## src/rtl/core/sda_pkg.sv

```systemverilog
`timescale 1ns / 1ps
// ----------------------------------------------------------------------------
// Segment direction angle package
// Shared widths, request and result types and the arctangent table used by
// the segment direction angle pipeline.
// ----------------------------------------------------------------------------
package sda_pkg;

  localparam int COORD_WIDTH  = 24;
  localparam int ANGLE_STAGES = 16;
  localparam int TABLE_LEN    = 24;
  localparam int ROT_STAGES   = (ANGLE_STAGES < TABLE_LEN) ? ANGLE_STAGES : TABLE_LEN;

  localparam int DIFF_W    = COORD_WIDTH + 1;
  localparam int MAG_W     = DIFF_W;
  localparam int SQ_W      = 2 * MAG_W;
  localparam int NORM_TOP  = 40;
  localparam int NORM_W    = NORM_TOP + 1;
  localparam int PRE_SHIFT = NORM_TOP - COORD_WIDTH;
  localparam int ROT_W     = NORM_W + 3;
  localparam int ZW        = 22;
  localparam int LEN_W     = 50;
  localparam int ANGLE_W   = 18;
  localparam int THETA_W   = 16;

  localparam logic OP_DIRECTION = 1'b0;
  localparam logic OP_SLOPE     = 1'b1;

  localparam logic [THETA_W-1:0]        HALF_PI  = 16'd32768;
  localparam logic signed [ANGLE_W-1:0] PI_UNITS = 18'sd65536;

  localparam logic [ZW-1:0] ATAN_UNITS [TABLE_LEN] = '{
    22'd262144, 22'd154753, 22'd81767, 22'd41506, 22'd20834, 22'd10427,
    22'd5215,   22'd2608,   22'd1304,  22'd652,   22'd326,   22'd163,
    22'd81,     22'd41,     22'd20,    22'd10,    22'd5,     22'd3,
    22'd1,      22'd1,      22'd0,     22'd0,     22'd0,     22'd0
  };

  typedef struct packed {
    logic                          opcode;
    logic signed [COORD_WIDTH-1:0] start_x;
    logic signed [COORD_WIDTH-1:0] start_y;
    logic signed [COORD_WIDTH-1:0] end_x;
    logic signed [COORD_WIDTH-1:0] end_y;
  } in_req_t;

  typedef struct packed {
    logic signed [ANGLE_W-1:0] angle;
    logic [LEN_W-1:0]          length_squared;
    logic                      degenerate;
  } out_res_t;

  typedef struct packed {
    logic opcode;
    logic dx_neg;
    logic dy_neg;
    logic x_zero;
    logic y_zero;
  } flags_t;

  typedef struct packed {
    flags_t           flags;
    logic [LEN_W-1:0] length;
  } side_t;

endpackage

```

## src/rtl/core/sda_front.sv

```systemverilog
`timescale 1ns / 1ps
// ----------------------------------------------------------------------------
// Segment front end
// Forms the difference vector, its magnitudes and squared length, and
// normalises the magnitudes over two stages for the rotation pipeline.
// ----------------------------------------------------------------------------
module sda_front (
  input  logic                        clk,
  input  logic                        rst_n,
  input  logic                        up_valid,
  output logic                        up_ready,
  input  sda_pkg::in_req_t            up_req,
  output logic                        dn_valid,
  input  logic                        dn_ready,
  output sda_pkg::side_t              dn_side,
  output logic [sda_pkg::NORM_W-1:0]  dn_x,
  output logic [sda_pkg::NORM_W-1:0]  dn_y
);

  logic v1_r, v2_r, v3_r, v4_r;
  logic rdy1, rdy2, rdy3, rdy4;

  logic                               op1_r;
  logic signed [sda_pkg::DIFF_W-1:0]  dx_r, dy_r, dx_nxt, dy_nxt;

  sda_pkg::flags_t                    fl2_r, fl2_nxt;
  logic [sda_pkg::MAG_W-1:0]          ax_r, ay_r, ax_nxt, ay_nxt;

  sda_pkg::flags_t                    fl3_r;
  logic [sda_pkg::SQ_W-1:0]           sqx_r, sqy_r, sqx_nxt, sqy_nxt;
  logic [sda_pkg::NORM_W-1:0]         nx3_r, ny3_r, nm3_r, nx3_nxt, ny3_nxt, nm3_nxt;

  sda_pkg::side_t                     side4_r, side4_nxt;
  logic [sda_pkg::NORM_W-1:0]         nx4_r, ny4_r, nx4_nxt, ny4_nxt;

  assign rdy4     = !v4_r || dn_ready;
  assign rdy3     = !v3_r || rdy4;
  assign rdy2     = !v2_r || rdy3;
  assign rdy1     = !v1_r || rdy2;
  assign up_ready = rdy1;

  assign dn_valid = v4_r;
  assign dn_side  = side4_r;
  assign dn_x     = nx4_r;
  assign dn_y     = ny4_r;

  assign dx_nxt = sda_pkg::DIFF_W'(up_req.end_x) - sda_pkg::DIFF_W'(up_req.start_x);
  assign dy_nxt = sda_pkg::DIFF_W'(up_req.end_y) - sda_pkg::DIFF_W'(up_req.start_y);

  always_comb begin
    ax_nxt         = sda_pkg::MAG_W'(unsigned'(dx_r[sda_pkg::DIFF_W-1] ? -dx_r : dx_r));
    ay_nxt         = sda_pkg::MAG_W'(unsigned'(dy_r[sda_pkg::DIFF_W-1] ? -dy_r : dy_r));
    fl2_nxt.opcode = op1_r;
    fl2_nxt.dx_neg = dx_r[sda_pkg::DIFF_W-1];
    fl2_nxt.dy_neg = dy_r[sda_pkg::DIFF_W-1];
    fl2_nxt.x_zero = (dx_r == '0);
    fl2_nxt.y_zero = (dy_r == '0);
  end

  always_comb begin
    sqx_nxt = ax_r * ax_r;
    sqy_nxt = ay_r * ay_r;
    nm3_nxt = sda_pkg::NORM_W'((ax_r > ay_r) ? ax_r : ay_r) << sda_pkg::PRE_SHIFT;
    nx3_nxt = sda_pkg::NORM_W'(ax_r) << sda_pkg::PRE_SHIFT;
    ny3_nxt = sda_pkg::NORM_W'(ay_r) << sda_pkg::PRE_SHIFT;
    if (nm3_nxt[sda_pkg::NORM_TOP -: 32] == '0) begin
      nm3_nxt = nm3_nxt << 32;
      nx3_nxt = nx3_nxt << 32;
      ny3_nxt = ny3_nxt << 32;
    end
    if (nm3_nxt[sda_pkg::NORM_TOP -: 16] == '0) begin
      nm3_nxt = nm3_nxt << 16;
      nx3_nxt = nx3_nxt << 16;
      ny3_nxt = ny3_nxt << 16;
    end
    if (nm3_nxt[sda_pkg::NORM_TOP -: 8] == '0) begin
      nm3_nxt = nm3_nxt << 8;
      nx3_nxt = nx3_nxt << 8;
      ny3_nxt = ny3_nxt << 8;
    end
  end

  always_comb begin
    logic [sda_pkg::SQ_W:0]   sum;
    logic [sda_pkg::NORM_W-1:0] nm;
    sum                = {1'b0, sqx_r} + {1'b0, sqy_r};
    side4_nxt.flags    = fl3_r;
    side4_nxt.length   = sda_pkg::LEN_W'(sum);
    nm                 = nm3_r;
    nx4_nxt            = nx3_r;
    ny4_nxt            = ny3_r;
    if (nm[sda_pkg::NORM_TOP -: 4] == '0) begin
      nm      = nm << 4;
      nx4_nxt = nx4_nxt << 4;
      ny4_nxt = ny4_nxt << 4;
    end
    if (nm[sda_pkg::NORM_TOP -: 2] == '0) begin
      nm      = nm << 2;
      nx4_nxt = nx4_nxt << 2;
      ny4_nxt = ny4_nxt << 2;
    end
    if (!nm[sda_pkg::NORM_TOP]) begin
      nx4_nxt = nx4_nxt << 1;
      ny4_nxt = ny4_nxt << 1;
    end
  end

  always_ff @(posedge clk) begin
    if (!rst_n) begin
      v1_r <= 1'b0;
      v2_r <= 1'b0;
      v3_r <= 1'b0;
      v4_r <= 1'b0;
    end else begin
      if (rdy1) v1_r <= up_valid;
      if (rdy2) v2_r <= v1_r;
      if (rdy3) v3_r <= v2_r;
      if (rdy4) v4_r <= v3_r;
    end
  end

  always_ff @(posedge clk) begin
    if (rdy1) begin
      op1_r <= up_req.opcode;
      dx_r  <= dx_nxt;
      dy_r  <= dy_nxt;
    end
    if (rdy2) begin
      fl2_r <= fl2_nxt;
      ax_r  <= ax_nxt;
      ay_r  <= ay_nxt;
    end
    if (rdy3) begin
      fl3_r <= fl2_r;
      sqx_r <= sqx_nxt;
      sqy_r <= sqy_nxt;
      nm3_r <= nm3_nxt;
      nx3_r <= nx3_nxt;
      ny3_r <= ny3_nxt;
    end
    if (rdy4) begin
      side4_r <= side4_nxt;
      nx4_r   <= nx4_nxt;
      ny4_r   <= ny4_nxt;
    end
  end

endmodule

```

## config.mk

```make
export PLATFORM = sky130hd
export DESIGN_NAME = sda_front
export DESIGN_NICKNAME = d
export VERILOG_FILES = /design/src/rtl/core/sda_pkg.sv /design/src/rtl/core/sda_front.sv
export SDC_FILE = /design/constraint.sdc
export NUM_CORES = 2
export LEC_CHECK = 0
export BUFFER_PORTS_ARGS = -buffer_cell sky130_fd_sc_hd__clkbuf_2
export CORE_MARGIN = 2
export CORE_UTILIZATION = 51
export CTS_CLUSTER_SIZE = 10
export DETAILED_ROUTE_END_ITERATION = 7
export PLACE_DENSITY_LB_ADDON = 0.25
export SYNTH_ARGS = -nofsm -noshare
export SYNTH_HDL_FRONTEND = slang
export SYNTH_SLANG_ARGS = --single-unit
```

## constraint.sdc

```tcl
create_clock -name clk -period 10.2 [get_ports clk]
set_input_delay 1.53 -clock clk [delete_from_list [all_inputs] [get_ports clk]]
set_output_delay 1.53 -clock clk [all_outputs]
set_load 0.02 [all_outputs]
```

==> run_results.csv <==
group,metric,value,unit
place,globalplace.congestion,0.9146,
yosys,synth_simple_gate_area_share,9.844,%
timing,finalCritPeriodShare,86.92,%
yosys,netlist_instances,5667,
global_route,overflow,0,
drt,ant_nets,0,
worst_setup_path,r2r-start,"ax_r[22]$_DFFE_PP_",
clock_tree,cts_buffers,47,
yosys,synth_top_area_share,33.58,%
clock_tree,cts_tree,"built",
drt,post_drt_wl_per_cell,20.20,um
yosys,synth_top_family_by_area,"adder cells",
flow_run,drv_cap,0,
yosys,synth.area.top_cells,"fa_1 (34%), edfxtp_1 (20%), ha_1 (11%), inv_1 (9.7%), nand2_1 (2.8%)",
timing,fmax,0.1128,GHz
clock_tree,clkLatencyLatePin,0.62,ns
yosys,synth_mux_area_share,2.676,%
floorplanning,die_x,334.6,um
global_route,grt_pass1_wl,233.0,mm
yosys,ys_ff_latch,375,
final_layout,syn_to_final_growth,7.150,%
final_layout,fin_nets,7361,
clock_tree,htree_levels,2,
final_layout,mostFrequentLayoutCells,"inv_1 (1437), fa_1 (935), ha_1 (502)",
timing,drv_slew,0,
final_layout,mostFrequentLayoutCell,"inv_1",
floorplanning,die_area,112000,sq um
yosys,syn-cell-area,55740,sq um
drt,vias,39810,
yosys,async_flop_share,0,%
global_route,antenna_found_initial,6,
global_route,use_met2,45.07,%
floorplanning,floorplan.rows,121,
place,dp_worst_setup_slack,1.446,ns
worst_setup_path,arrival,9.23,ns
worst_setup_path,worstSetupEndpointType,"register",
yosys,synth_ff_type,"edfxtp_1",
yosys,synth_top_cell_by_area,"fa_1",
final_layout,stdcell_area,59720,sq um
floorplanning,start_util,51.28,%
timing,timing.final.ws_setup,1.335,ns
worst_setup_path,crit_required,10.56,ns
yosys,seq_area_frac_synth,20.13,%
timing,setup_tns,0,ns
final_layout,ff_latch_area,11220,sq um
place,placed_cell_area,58320,sq um
final_layout,multiInputGateArea,38240,sq um
worst_setup_path,startpoint_type,"register",
drt,dr.pass1.iters,6,
worst_setup_path,crit_path_start,"ax_r[22]$_DFFE_PP_",
worst_hold_path,min_path_type,"reg2reg",
clock_tree,cts_root_buf,"clkbuf_16",
drt,via_per_inst,5.481,
floorplanning,coreArea,108700,sq um
yosys,postSynthAreaPerCell,9.835,sq um
global_route,grt_use_met3,4.800,%
clock_tree,cts_hold_buf,0,
drt,wirelength,146.7,mm
outcome,status,"complete, no violations",
global_route,grt_max_degree,73,
place,place_hpwl,115.9,mm
worst_setup_path,crit_type,"reg2reg",
timing,min_period,8.865,ns
clock_tree,clkSlewWorstSetupHoldPaths,0.06,ns
timing,hold_violations,0,
timing,slew-limit-headroom,27.87,%
global_route,grt_util_met1,35.95,%
clock_tree,cts_setup_buffers,0,
floorplanning,io_pins,240,
timing,finalSetupViolCount,0,
timing,rsz0062_at_grt,"no",
yosys,yosysWarnings,0,
clock_tree,clkSinkCount,375,
global_route,grt.busiest_layer,"met2",
place,portBuffers,207,
worst_setup_path,worst-path-max-fanout,15,
final_layout,layout-drive-gt1-share,7.319,%
drt,drc,0,
worst_hold_path,hp-start,"op1_r$_DFFE_PP_",
yosys,synth.distinct_cells,88,
final_layout,final_util,54.94,%
final_layout,fillerInstances,9792,
clock_tree,clockBufferDepth,3,
timing,fin_skew,0.01716,ns
global_route,track_usage,27.04,%
yosys,synth_fa_ha_area_share,44.85,%
yosys,synth_xor_xnor_area_share,3.520,%
drt,drt_iter0_drc,2965,
yosys,synth_compound_area_share,7.448,%
timing,worstMarginPinSlew,1.082,ns
yosys,synth_edf_count,371,
floorplanning,die_height,334.6,um
clock_tree,post_cts_resize_count,0,
global_route,grt_pass1_vias,42410,
cells by family (layout without fill, tap and decap cells):
group	Yosys count	count (layout)
other	1	33
flip-flops	375	375
buffers and inverters	1665	1815
XOR/XNOR	224	224
adder cells (fa/ha/maj)	1437	1437
AND/OR/NAND/NOR	1201	1201
AO/OA/AOI/OAI	621	621
multiplexers	143	143
final timing paths:
path              slack, ns                  end  depth (start not counted)
setup / recovery       1.33  sqx_r[48]$_DFFE_PP_                         23
hold / removal         0.42   fl2_r[4]$_DFFE_PP_                          0
setup reg to reg       1.33  sqx_r[48]$_DFFE_PP_                         23
hold reg to reg        0.42   fl2_r[4]$_DFFE_PP_                          0
area by class of cell:
cell class | instances | area share [%]
Multi-Input combinational cell | 3658 | 64.02
Sequential cell | 375 | 18.79
Inverter | 1456 | 9.155
Tap cell | 1414 | 2.962
Antenna cell | 1 | 0.004190
Clock inverter | 13 | 0.2598
Timing Repair Buffer | 285 | 2.715
Clock buffer | 61 | 2.091
through the flow:
step	std cells	hold WS [ns]
finish	7263	0.4168
global route	7262	0.4233
CTS	7262	0.4161
detailed placement	7188	0.4054
global placement	7188	0.4028
floorplan	5698	0.4003
registers in the layout, indices dropped and copies added, names as in the netlist, 5 cells and up:
signal   count
dy_r        25
dn_y        25
sqy_r       49
ay_r        25
fl3_r        5
nx3_r       25
ny3_r       25
fl2_r        5
ax_r        25
sqx_r       49
nm3_r        7
dn_side     55
dx_r        25
dn_x        25
worst max-delay path, stage by stage, from the launching register on:
cell and delay, ns:
edfxtp_1 0.83, clkinv_1 0.74, nor2_1 0.45, fa_1 0.51, fa_1 0.52, inv_1 0.05
fa_1 0.47, inv_1 0.05, fa_1 0.48, fa_1 0.51, fa_1 0.49, inv_1 0.05
fa_1 0.47, inv_1 0.04, ha_1 0.35, nand3_1 0.13, nor2_1 0.24, nand4_1 0.19
a2111oi_2 0.59, o221ai_1 0.43, a211oi_2 0.43, o21ai_1 0.12, nand3_1 0.08, or3b_1 0.34
synth_stat cells (67+ instances only):
cell type,number
mux2i_1,95
clkbuf_1,144
a21oi_1,179
a21o_1,74
edfxtp_1,371
nand3_1,74
xor2_1,67
inv_1,1439
o21ai_0,81
nor2_1,362
and2_1,125
xnor2_1,157
fa_1,935
nand2_1,420
ha_1,502
metal layers:
layer	vias up	wire length (um)
met3	300	13100
met4	0	5025
li1	17980	-
met2	1700	69730
met1	19830	58880
met5	-	0
Power is not shown: default switching activity piles up to over one toggle a cycle in this logic, so the estimate is an artifact.
